===== config.mk =====
export PLATFORM = sky130hd
export DESIGN_NAME = lru_glyph_slot_cache
export DESIGN_NICKNAME = d
export VERILOG_FILES = /design/src/rtl/lgsc_pkg.sv /design/src/rtl/lru_glyph_slot_cache.sv /design/src/rtl/lgsc_datapath.sv /design/src/rtl/lgsc_ctrl.sv
export SDC_FILE = /design/constraint.sdc
export NUM_CORES = 2
export LEC_CHECK = 0
export BUFFER_PORTS_ARGS = -buffer_cell sky130_fd_sc_hd__buf_2
export CORE_ASPECT_RATIO = 1.5
export CORE_MARGIN = 8
export CORE_UTILIZATION = 32
export DETAILED_ROUTE_END_ITERATION = 7
export PLACE_DENSITY = 0.59
export SETUP_SLACK_MARGIN = 0.05
export SLEW_MARGIN = 20
export SYNTH_ARGS = -nofsm -noshare
export SYNTH_HDL_FRONTEND = slang
export SYNTH_SLANG_ARGS = --single-unit

===== constraint.sdc =====
create_clock -name i_clk -period 4.85 [get_ports i_clk]
set_input_delay 0.2425 -clock i_clk [delete_from_list [all_inputs] [get_ports i_clk]]
set_output_delay 0.2425 -clock i_clk [all_outputs]
set_load 0.005 [all_outputs]

===== src/rtl/lgsc_pkg.sv =====
// Shared types and constants for the glyph slot cache.
`timescale 1ns / 1ps
package lgsc_pkg;

    localparam int KEY_W      = 29;
    localparam int VARIANT_W  = 8;
    localparam int CODEPT_W   = 21;
    localparam int CAP_W      = 7;
    localparam int BYTES_W    = 13;
    localparam int STATUS_W   = 3;
    localparam int IDX_OUT_W  = 6;
    localparam int OFF_W      = 18;
    localparam int DATA_W     = 32;
    localparam int CFG_IDX_W  = 1;

    localparam logic [BYTES_W-1:0] MAX_SLOT_BYTES = 13'd4096;

    typedef enum logic [CFG_IDX_W-1:0] {
        CFG_CACHE_CAP  = 1'b0,
        CFG_SLOT_BYTES = 1'b1
    } t_cfg_idx;

    typedef enum logic [1:0] {
        OP_LOOKUP   = 2'd0,
        OP_ALLOCATE = 2'd1,
        OP_ABORT    = 2'd2,
        OP_CLEAR    = 2'd3
    } t_op;

    typedef enum logic [STATUS_W-1:0] {
        ST_HIT      = 3'd0,
        ST_MISS     = 3'd1,
        ST_DISABLED = 3'd2,
        ST_EVICTED  = 3'd3,
        ST_NO_SLOT  = 3'd4
    } t_status;

    typedef enum logic [3:0] {
        CMD_NONE,
        CMD_ACCEPT,
        CMD_CLEAR,
        CMD_SCAN_NEXT,
        CMD_FOUND,
        CMD_UNLINK,
        CMD_FREE_PUSH,
        CMD_TAKE_FRESH,
        CMD_TAKE_RD,
        CMD_TAKE_POP,
        CMD_EVICT,
        CMD_PUSH_LINK,
        CMD_PUSH_HEAD,
        CMD_RESULT
    } t_cmd;

    typedef enum logic [3:0] {
        S_IDLE,
        S_SCAN_RD,
        S_SCAN_CMP,
        S_HIT,
        S_ALLOC,
        S_LINK_RD,
        S_UNLINK,
        S_FREE_PUSH,
        S_TAKE_POP,
        S_PUSH_LINK,
        S_PUSH_HEAD,
        S_RESULT
    } t_state;

    typedef struct packed {
        t_cmd    cmd;
        t_status status;
        logic    use_slot;
    } t_ctl;

    typedef struct packed {
        logic hit;
        logic last;
        logic head_is_slot;
        logic free_nil;
        logic free_fresh;
        logic tail_nil;
        logic disabled;
        logic out_busy;
    } t_sts;

endpackage


===== src/rtl/lru_glyph_slot_cache.sv =====
// Top level of the least-recently-used glyph slot cache.
`timescale 1ns / 1ps
//
//  Channel   Direction  Beat contents
//  s_*       in         tdata: variant, codepoint; tuser: opcode
//  m_*       out        tdata: status, slot_index, slot_offset
//  i_cfg_*   in         register index and write data, one write per enabled cycle
//
//  The key search does one read and one compare per slot, up to the live capacity, set by
//  the single read port of the key memory; it is followed by list relinking and result
//  hand-off. A clear, or a lookup or allocate while the cache is disabled, skips the search
//  and goes straight to the result.
//  Reset is synchronous and active low; it needs no clearing pass, since untaken slots
//  are tracked by a fill count. A stalled result sits in the output register while the
//  next beat is taken; its result waits until the register is free.
module lru_glyph_slot_cache #(
    parameter int SLOTS = 64
) (
    input  logic        i_clk,
    input  logic        i_rst_n,
    input  logic        s_tvalid,
    output logic        s_tready,
    input  logic [31:0] s_tdata,  // [7:0] variant, [28:8] codepoint, rest zero
    input  logic [1:0]  s_tuser,  // [1:0] opcode
    output logic        m_tvalid,
    input  logic        m_tready,
    output logic [31:0] m_tdata,  // [2:0] status, [8:3] slot_index, [26:9] slot_offset
    input  logic        i_cfg_we,
    input  logic        i_cfg_index,
    input  logic [12:0] i_cfg_wdata
);
    import lgsc_pkg::*;

    t_ctl ctl;
    t_sts sts;

    // The controller sequences each beat; the datapath holds all storage.
    lgsc_ctrl u_ctrl (
        .i_clk    (i_clk),
        .i_rst_n  (i_rst_n),
        .i_valid  (s_tvalid),
        .o_ready  (s_tready),
        .i_opcode (s_tuser),
        .i_sts    (sts),
        .o_ctl    (ctl)
    );

    // The key is the variant above the codepoint.
    lgsc_datapath #(
        .SLOTS (SLOTS)
    ) u_datapath (
        .i_clk       (i_clk),
        .i_rst_n     (i_rst_n),
        .i_ctl       (ctl),
        .o_sts       (sts),
        .i_key       ({s_tdata[VARIANT_W-1:0], s_tdata[VARIANT_W+CODEPT_W-1:VARIANT_W]}),
        .i_cfg_we    (i_cfg_we),
        .i_cfg_index (i_cfg_index),
        .i_cfg_wdata (i_cfg_wdata),
        .o_valid     (m_tvalid),
        .i_ready     (m_tready),
        .o_data      (m_tdata)
    );

endmodule


===== src/rtl/lgsc_datapath.sv =====
// Datapath of the glyph slot cache: key and link memories, list pointers, result register.
`timescale 1ns / 1ps
module lgsc_datapath #(
    parameter int SLOTS = 64
) (
    input  logic                          i_clk,
    input  logic                          i_rst_n,
    input  lgsc_pkg::t_ctl                i_ctl,
    output lgsc_pkg::t_sts                o_sts,
    input  logic [lgsc_pkg::KEY_W-1:0]    i_key,
    input  logic                          i_cfg_we,
    input  logic [lgsc_pkg::CFG_IDX_W-1:0] i_cfg_index,
    input  logic [lgsc_pkg::BYTES_W-1:0]  i_cfg_wdata,
    output logic                          o_valid,
    input  logic                          i_ready,
    output logic [lgsc_pkg::DATA_W-1:0]   o_data
);
    import lgsc_pkg::*;

    localparam int IW = (SLOTS > 1) ? $clog2(SLOTS) : 1;
    localparam int LW = $clog2(SLOTS + 1);
    localparam logic [LW-1:0] NIL = LW'(SLOTS);
    localparam logic [LW-1:0] RST_CAP = (SLOTS < 64) ? LW'(SLOTS) : LW'(64);

    logic [KEY_W-1:0]   r_key_mem  [SLOTS];
    logic [LW-1:0]      r_prev_mem [SLOTS];
    logic [LW-1:0]      r_next_mem [SLOTS];
    logic [SLOTS-1:0]   r_used;

    logic [KEY_W-1:0]   r_key;
    logic [KEY_W-1:0]   r_key_rd;
    logic [LW-1:0]      r_prev_rd;
    logic [LW-1:0]      r_next_rd;
    logic [IW-1:0]      r_idx;
    logic [IW-1:0]      r_slot;
    logic [LW-1:0]      r_free_head;
    logic [LW-1:0]      r_fresh;
    logic [LW-1:0]      r_head;
    logic [LW-1:0]      r_tail;
    logic [LW-1:0]      r_live_cap;
    logic [CAP_W-1:0]   r_cfg_cap;
    logic [BYTES_W-1:0] r_cfg_bytes;
    logic               r_valid;
    logic [DATA_W-1:0]  r_data;

    logic [LW-1:0]      cap_eff;
    logic [LW-1:0]      idx_inc;
    logic [LW-1:0]      free_inc;
    logic [IW-1:0]      next_rd_addr;
    logic               next_we;
    logic [IW-1:0]      next_wa;
    logic [LW-1:0]      next_wd;
    logic               prev_we;
    logic [IW-1:0]      prev_wa;
    logic [LW-1:0]      prev_wd;
    logic [BYTES_W-1:0] bytes_eff;
    logic [31:0]        offset_full;
    logic [IDX_OUT_W-1:0] slot_out;
    logic [OFF_W-1:0]   off_out;

    always_comb begin
        if (r_cfg_cap == '0) begin
            cap_eff = LW'(1);
        end else if (32'(r_cfg_cap) > SLOTS) begin
            cap_eff = NIL;
        end else begin
            cap_eff = LW'(r_cfg_cap);
        end
    end

    assign idx_inc  = LW'(r_idx) + LW'(1);
    assign free_inc = r_free_head + LW'(1);
    assign next_rd_addr = (i_ctl.cmd == CMD_TAKE_RD) ? r_free_head[IW-1:0] : r_slot;

    // Write ports of the two link memories.
    always_comb begin
        next_we = 1'b0;
        next_wa = r_slot;
        next_wd = NIL;
        prev_we = 1'b0;
        prev_wa = r_slot;
        prev_wd = NIL;
        case (i_ctl.cmd)
            CMD_UNLINK: begin
                next_we = (r_prev_rd != NIL);
                next_wa = r_prev_rd[IW-1:0];
                next_wd = r_next_rd;
                prev_we = (r_next_rd != NIL);
                prev_wa = r_next_rd[IW-1:0];
                prev_wd = r_prev_rd;
            end
            CMD_FREE_PUSH: begin
                next_we = 1'b1;
                next_wd = r_free_head;
                prev_we = 1'b1;
            end
            CMD_PUSH_LINK: begin
                next_we = 1'b1;
                next_wd = r_head;
                prev_we = (r_head != NIL);
                prev_wa = r_head[IW-1:0];
                prev_wd = LW'(r_slot);
            end
            CMD_PUSH_HEAD: begin
                prev_we = 1'b1;
            end
            default: begin
            end
        endcase
    end

    always_ff @(posedge i_clk) begin
        r_key_rd  <= r_key_mem[r_idx];
        r_prev_rd <= r_prev_mem[r_slot];
        r_next_rd <= r_next_mem[next_rd_addr];
        if (next_we) begin
            r_next_mem[next_wa] <= next_wd;
        end
        if (prev_we) begin
            r_prev_mem[prev_wa] <= prev_wd;
        end
        if (i_ctl.cmd == CMD_PUSH_HEAD) begin
            r_key_mem[r_slot] <= r_key;
        end
    end

    // Payload registers.
    always_ff @(posedge i_clk) begin
        case (i_ctl.cmd)
            CMD_ACCEPT: begin
                r_key <= i_key;
                r_idx <= '0;
            end
            CMD_SCAN_NEXT: r_idx  <= r_idx + IW'(1);
            CMD_FOUND:     r_slot <= r_idx;
            CMD_TAKE_FRESH, CMD_TAKE_RD: r_slot <= r_free_head[IW-1:0];
            CMD_EVICT:     r_slot <= r_tail[IW-1:0];
            CMD_RESULT:    r_data <= {{(DATA_W - STATUS_W - IDX_OUT_W - OFF_W){1'b0}},
                                      off_out, slot_out, i_ctl.status};
            default: begin
            end
        endcase
    end

    assign bytes_eff   = (r_cfg_bytes > MAX_SLOT_BYTES) ? MAX_SLOT_BYTES : r_cfg_bytes;
    assign offset_full = 32'(r_slot) * 32'(bytes_eff);
    assign slot_out    = i_ctl.use_slot ? IDX_OUT_W'(32'(r_slot)) : '0;
    assign off_out     = i_ctl.use_slot ? offset_full[OFF_W-1:0] : '0;

    // Control state: list pointers, occupancy, configuration, result valid.
    always_ff @(posedge i_clk) begin
        if (!i_rst_n) begin
            r_used      <= '0;
            r_free_head <= '0;
            r_fresh     <= '0;
            r_head      <= NIL;
            r_tail      <= NIL;
            r_live_cap  <= RST_CAP;
            r_cfg_cap   <= CAP_W'(64);
            r_cfg_bytes <= '0;
            r_valid     <= 1'b0;
        end else begin
            if (i_cfg_we) begin
                case (i_cfg_index)
                    CFG_CACHE_CAP:  r_cfg_cap   <= i_cfg_wdata[CAP_W-1:0];
                    CFG_SLOT_BYTES: r_cfg_bytes <= i_cfg_wdata;
                    default: begin
                    end
                endcase
            end
            if (r_valid && i_ready) begin
                r_valid <= 1'b0;
            end
            case (i_ctl.cmd)
                CMD_CLEAR: begin
                    r_used      <= '0;
                    r_free_head <= '0;
                    r_fresh     <= '0;
                    r_head      <= NIL;
                    r_tail      <= NIL;
                    r_live_cap  <= cap_eff;
                end
                CMD_UNLINK: begin
                    if (r_prev_rd == NIL) begin
                        r_head <= r_next_rd;
                    end
                    if (r_next_rd == NIL) begin
                        r_tail <= r_prev_rd;
                    end
                end
                CMD_FREE_PUSH: begin
                    r_used[r_slot] <= 1'b0;
                    r_free_head    <= LW'(r_slot);
                end
                CMD_TAKE_FRESH: begin
                    // Slots not yet handed out form an implicit ascending chain.
                    r_free_head <= (free_inc < r_live_cap) ? free_inc : NIL;
                    r_fresh     <= r_fresh + LW'(1);
                end
                CMD_TAKE_POP: r_free_head <= r_next_rd;
                CMD_EVICT:    r_used[r_tail[IW-1:0]] <= 1'b0;
                CMD_PUSH_HEAD: begin
                    r_used[r_slot] <= 1'b1;
                    r_head         <= LW'(r_slot);
                    if (r_tail == NIL) begin
                        r_tail <= LW'(r_slot);
                    end
                end
                CMD_RESULT: r_valid <= 1'b1;
                default: begin
                end
            endcase
        end
    end

    assign o_sts.hit          = r_used[r_idx] && (r_key_rd == r_key);
    assign o_sts.last         = (idx_inc >= r_live_cap);
    assign o_sts.head_is_slot = (r_head == LW'(r_slot));
    assign o_sts.free_nil     = (r_free_head == NIL);
    assign o_sts.free_fresh   = (r_free_head == r_fresh);
    assign o_sts.tail_nil     = (r_tail == NIL);
    assign o_sts.disabled     = (r_cfg_bytes == '0);
    assign o_sts.out_busy     = r_valid && !i_ready;

    assign o_valid = r_valid;
    assign o_data  = r_data;

endmodule


===== src/rtl/lgsc_ctrl.sv =====
// Sequencer of the glyph slot cache: steps each request through the scan and relink states it needs, then the result.
`timescale 1ns / 1ps
module lgsc_ctrl (
    input  logic           i_clk,
    input  logic           i_rst_n,
    input  logic           i_valid,
    output logic           o_ready,
    input  logic [1:0]     i_opcode,
    input  lgsc_pkg::t_sts i_sts,
    output lgsc_pkg::t_ctl o_ctl
);
    import lgsc_pkg::*;

    t_state  r_state,  n_state;
    t_op     r_op,     n_op;
    t_status r_status, n_status;
    logic    r_use,    n_use;

    always_ff @(posedge i_clk) begin
        if (!i_rst_n) begin
            r_state  <= S_IDLE;
            r_op     <= OP_LOOKUP;
            r_status <= ST_HIT;
            r_use    <= 1'b0;
        end else begin
            r_state  <= n_state;
            r_op     <= n_op;
            r_status <= n_status;
            r_use    <= n_use;
        end
    end

    always_comb begin
        n_state  = r_state;
        n_op     = r_op;
        n_status = r_status;
        n_use    = r_use;
        o_ready  = 1'b0;
        o_ctl.cmd      = CMD_NONE;
        o_ctl.status   = r_status;
        o_ctl.use_slot = r_use;
        case (r_state)
            S_IDLE: begin
                o_ready = 1'b1;
                if (i_valid) begin
                    n_op     = t_op'(i_opcode);
                    n_status = ST_HIT;
                    n_use    = 1'b0;
                    if (t_op'(i_opcode) == OP_CLEAR) begin
                        o_ctl.cmd = CMD_CLEAR;
                        n_state   = S_RESULT;
                    end else if (t_op'(i_opcode) != OP_ABORT && i_sts.disabled) begin
                        n_status = ST_DISABLED;
                        n_state  = S_RESULT;
                    end else begin
                        o_ctl.cmd = CMD_ACCEPT;
                        n_state   = S_SCAN_RD;
                    end
                end
            end
            S_SCAN_RD: n_state = S_SCAN_CMP;
            S_SCAN_CMP: begin
                if (i_sts.hit) begin
                    o_ctl.cmd = CMD_FOUND;
                    n_status  = ST_HIT;
                    n_use     = 1'b1;
                    n_state   = S_HIT;
                end else if (!i_sts.last) begin
                    o_ctl.cmd = CMD_SCAN_NEXT;
                    n_state   = S_SCAN_RD;
                end else if (r_op == OP_ALLOCATE) begin
                    n_state = S_ALLOC;
                end else begin
                    n_status = ST_MISS;
                    n_state  = S_RESULT;
                end
            end
            S_HIT: begin
                if (r_op != OP_ABORT && i_sts.head_is_slot) begin
                    n_state = S_RESULT;
                end else begin
                    n_state = S_LINK_RD;
                end
            end
            S_ALLOC: begin
                if (!i_sts.free_nil) begin
                    n_use = 1'b1;
                    if (i_sts.free_fresh) begin
                        o_ctl.cmd = CMD_TAKE_FRESH;
                        n_state   = S_PUSH_LINK;
                    end else begin
                        o_ctl.cmd = CMD_TAKE_RD;
                        n_state   = S_TAKE_POP;
                    end
                end else if (!i_sts.tail_nil) begin
                    o_ctl.cmd = CMD_EVICT;
                    n_status  = ST_EVICTED;
                    n_use     = 1'b1;
                    n_state   = S_LINK_RD;
                end else begin
                    n_status = ST_NO_SLOT;
                    n_state  = S_RESULT;
                end
            end
            S_LINK_RD: n_state = S_UNLINK;
            S_UNLINK: begin
                o_ctl.cmd = CMD_UNLINK;
                n_state   = (r_op == OP_ABORT) ? S_FREE_PUSH : S_PUSH_LINK;
            end
            S_FREE_PUSH: begin
                o_ctl.cmd = CMD_FREE_PUSH;
                n_state   = S_RESULT;
            end
            S_TAKE_POP: begin
                o_ctl.cmd = CMD_TAKE_POP;
                n_state   = S_PUSH_LINK;
            end
            S_PUSH_LINK: begin
                o_ctl.cmd = CMD_PUSH_LINK;
                n_state   = S_PUSH_HEAD;
            end
            S_PUSH_HEAD: begin
                o_ctl.cmd = CMD_PUSH_HEAD;
                n_state   = S_RESULT;
            end
            S_RESULT: begin
                if (!i_sts.out_busy) begin
                    o_ctl.cmd = CMD_RESULT;
                    n_state   = S_IDLE;
                end
            end
            default: n_state = S_IDLE;
        endcase
    end

endmodule

==> flow_metrics.tcl <==
set metrics [dict create \
    status "completed" \
    dpl_worst_slack_ns 0.1314 \
    synth_cell_type_count 77 \
    grt_max_degree 116 \
    rows 273 \
    min_path_type "in -> reg" \
    cts_setup_buffers 0 \
    top_usage_layer "met2" \
    ys_ff_latch 2993 \
    vias 61260 \
    cts_root_buf "clkbuf_16" \
    synthesis.area_um2 118500 \
    max_freq_mhz 221.2 \
    worst-setup-path-type "reg -> reg" \
    antenna_found_initial 13 \
    num_io_pins 87 \
    fillers 33300 \
    crit_path_end_kind "flop" \
    grt-ovfl-total 0 \
    timing.setup.tns_ns 0 \
    design.core.area_um2 368600 \
    cp_slowest_cell "fa_1" \
    clock_skew_ns 0.07741 \
    place_hpwl_um 187400 \
    post-route-worst-setup-slack_ns 0.3291 \
    num-nets-final 6650 \
    numPortBuffers 78 \
    ant_nets 0 \
    crit_fanout 10 \
    layout_commonest_cell "edfxtp_1" \
    slew_viol_final 0 \
    finalCritPeriodShare_pct 93.22 \
    utilization_pct 36.91 \
    period_minus_slack_ns 4.521 \
    synth-simple-area-share_pct 3.493 \
    vias_per_cell 5.310 \
    synth_mux_area_share_pct 13.23 \
    grtUsageMet3_pct 2.094 \
    finalPower_uw 66870 \
    grt_pass1_wl_um 447300 \
    synth-compound-area-share_pct 5.546 \
    grt.met1_usage_pct 17.94 \
    layout_common_cells "2820 x edfxtp_1, 626 x mux4_2, 295 x clkbuf_16" \
    worstPathCellList "nor2b_1 -> and2_1 -> fa_1 -> inv_1 -> fa_1 -> fa_1 -> inv_1 -> ha_1 -> a21o_1 -> a21o_1 -> a21oi_1 -> o21ai_1 -> a211oi_1 -> o41ai_1 -> xnor2_1 -> and2_1" \
    start_util_pct 32.14 \
    synthCells 6229 \
    drt_iter0_markers 5954 \
    wl_um 306900 \
    whs_ns 0.07000 \
    path_common_cell "fa_1" \
    worst_pin_slew_ns 1.128 \
    synth_edf_count 2820 \
    startpoint_type "flop" \
    ys_seq_area_share_pct 74.41 \
    critPathArrivalTime_ns 5.15 \
    hold_violations 0 \
    use_met2_pct 27.82 \
    syn2layout_area_growth_pct 14.84 \
    critPathRequiredTime_ns 5.48 \
    max-vdd-ir-drop_mv 0.3622 \
    grt_usage_pct 15.20 \
    cts.path.max_buffers 4 \
    tritoncts "built" \
    synthXorXnorAreaFrac_pct 0.4880 \
    drc_errors 0 \
    power_density_nw_per_um2 491.5 \
    dr.pass1.iters 8 \
    static-leakage-power_uw 0.04156 \
    drive_above_1_share_pct 21.91 \
    grt_pass1_vias 63860 \
    cts_max_level 5 \
    synth_top_flop_cell "edfxtp_1" \
    worst_path_largest_cell_delay_ns 0.54 \
    wl_per_cell_um 26.60 \
    synthArstFlopShare_pct 0 \
    die_y_um 761.2 \
    clk_pin_slew_ns 0.07 \
    dieWidth_um 512.8 \
    place_congestion 0.8167 \
    worstSkewPairLatency_ns 0.88 \
    die-area_um2 390300 \
    rsz0062_at_grt "no" \
    cts_buffers 285 \
    finalSetupViolCount 0 \
    relSlewSlack_pct 24.65 \
    syn_avg_cell_area_um2 19.02 \
    clock_sinks 2993 \
    synth_top_family_by_area "multiplexers" \
    synth_warnings 0 \
    synth_fa_ha_area_share_pct 1.198 \
    cap_violations 0 \
]
-- synth_stat cells, types with 9 or more instances --
master    number  share of area, %
mux2i_1      152               1.3
mux4_2       626                12
edfxtp_1    2820                71
o21ai_0      221              0.93
a21o_1         9             0.057
a311oi_1      29              0.21
inv_1         67              0.21
a221oi_1      25              0.18
nor3_1        20             0.084
nand3_1       41              0.17
xnor2_1       37              0.27
and2_1        87              0.46
nor2b_1       24              0.13
a211oi_1      70              0.44
or3_1          9             0.048
xor2_1        29              0.21
a31oi_1      122              0.64
ha_1          43              0.45
nand4_1       16             0.084
a22o_1        32              0.24
nand2_1      301              0.95
a41oi_1       30              0.22
nand2b_1      18             0.095
a21oi_1       73              0.31
a22oi_1      205               1.3
and3_1        13             0.069
nor2_1       290              0.92
nand3b_1      17              0.11
nor4_1        31              0.16
clkbuf_1     250              0.79
buf_6         10             0.095
a222oi_1      29              0.25
dfxtp_1      173               2.9
buf_2         71              0.30
buf_1         30             0.095
fa_1          44              0.74
o221ai_1      28              0.21
a21boi_0      31              0.20
buf_4         22              0.14
-- cell type report --
type | count | area [um^2] | area share [%]
flip-flops and latches | 2993 | 88150 | 64.79
multi-input cells | 2789 | 29060 | 21.36
clock buffers | 354 | 7684 | 5.648
well taps | 4812 | 6021 | 4.426
repair buffers | 374 | 3298 | 2.424
clock inverters | 146 | 1572 | 1.155
inverters | 67 | 251.5 | 0.1849
diodes | 3 | 7.507 | 0.005518
-- through the flow --
step | instances | area, um^2
floorplan | 6233 | 118500
global placement | 10970 | 126100
detailed placement | 10970 | 126100
CTS | 11540 | 136000
global route | 11540 | 136000
finish | 11540 | 136000
-- worst max-delay path, delay by kind of cell (launching register included) --
kind	cells	cell delay [ns]
DFF	1	0.43
adders and majority gates	4	1.84
and+or+nand+nor	3	0.50
xor gates and xnor gates	1	0.14
AOI/OAI and AO/OA	6	1.25
buffers and inverters	2	0.10
-- per-layer routing --
metal	wire length, um	vias up
li1	-	26080
met1	114000	32450
met2	162600	2143
met3	16590	586
met4	13700	6
met5	45	-
-- where the power goes --
| group | internal, uW | switching, uW |
|---|---|---|
| Sequential | 29400 | 528 |
| Clock | 12900 | 9540 |
| Combinational | 6510 | 7930 |
| Total | 48900 | 18000 |
-- what timing repair did --
item	in CTS	in global routing
resized for setup	0	2
endpoints found under the setup margin	0	2
endpoints found under the hold margin	58	0
hold buffers	61	0
-- state kept, by name, summed over array words and instances (netlist names), 2 cells and up --
signal / cells
u_datapath.r_next_rd: 7
u_ctrl.r_op: 2
u_ctrl.r_status: 3
u_datapath.r_free_head: 7
u_datapath.r_key_rd: 29
u_datapath.r_fresh: 7
u_datapath.r_idx: 6
u_datapath.r_cfg_cap: 7
u_datapath.r_head: 7
u_datapath.r_used: 64
u_datapath.r_tail: 7
u_datapath.r_next_mem: 448
u_datapath.r_key: 29
u_datapath.r_prev_rd: 7
u_ctrl.r_state: 4
u_datapath.r_cfg_bytes: 13
u_datapath.r_slot: 6
u_datapath.o_data: 27
u_datapath.r_key_mem: 1856
u_datapath.r_live_cap: 7
u_datapath.r_prev_mem: 448
-- cells by family after synthesis --
group	after synthesis
compound gates	953
xor+xnor	66
fa+ha+maj	87
buf+inv	451
flops	2993
mux	781
other cells	1
simple gates	897
-- path summary, 6_finish.rpt --
kind | from | to | slack, ns | cells after the start
setup / recovery | u_datapath.r_cfg_bytes[12]$_SDFFE_PN0P_ | u_datapath.o_data[26]$_SDFFCE_PN0P_ | 0.33 | 16
hold / removal | i_cfg_we | u_datapath.r_cfg_bytes[8]$_SDFFE_PN0P_ | 0.07 | 4
setup reg to reg | u_datapath.r_cfg_bytes[12]$_SDFFE_PN0P_ | u_datapath.o_data[26]$_SDFFCE_PN0P_ | 0.33 | 16
hold reg to reg | u_ctrl.r_status[1]$_SDFFE_PN0P_ | u_datapath.o_data[1]$_DFFE_PP_ | 0.42 | 0
(Power assumes the default switching activity.)
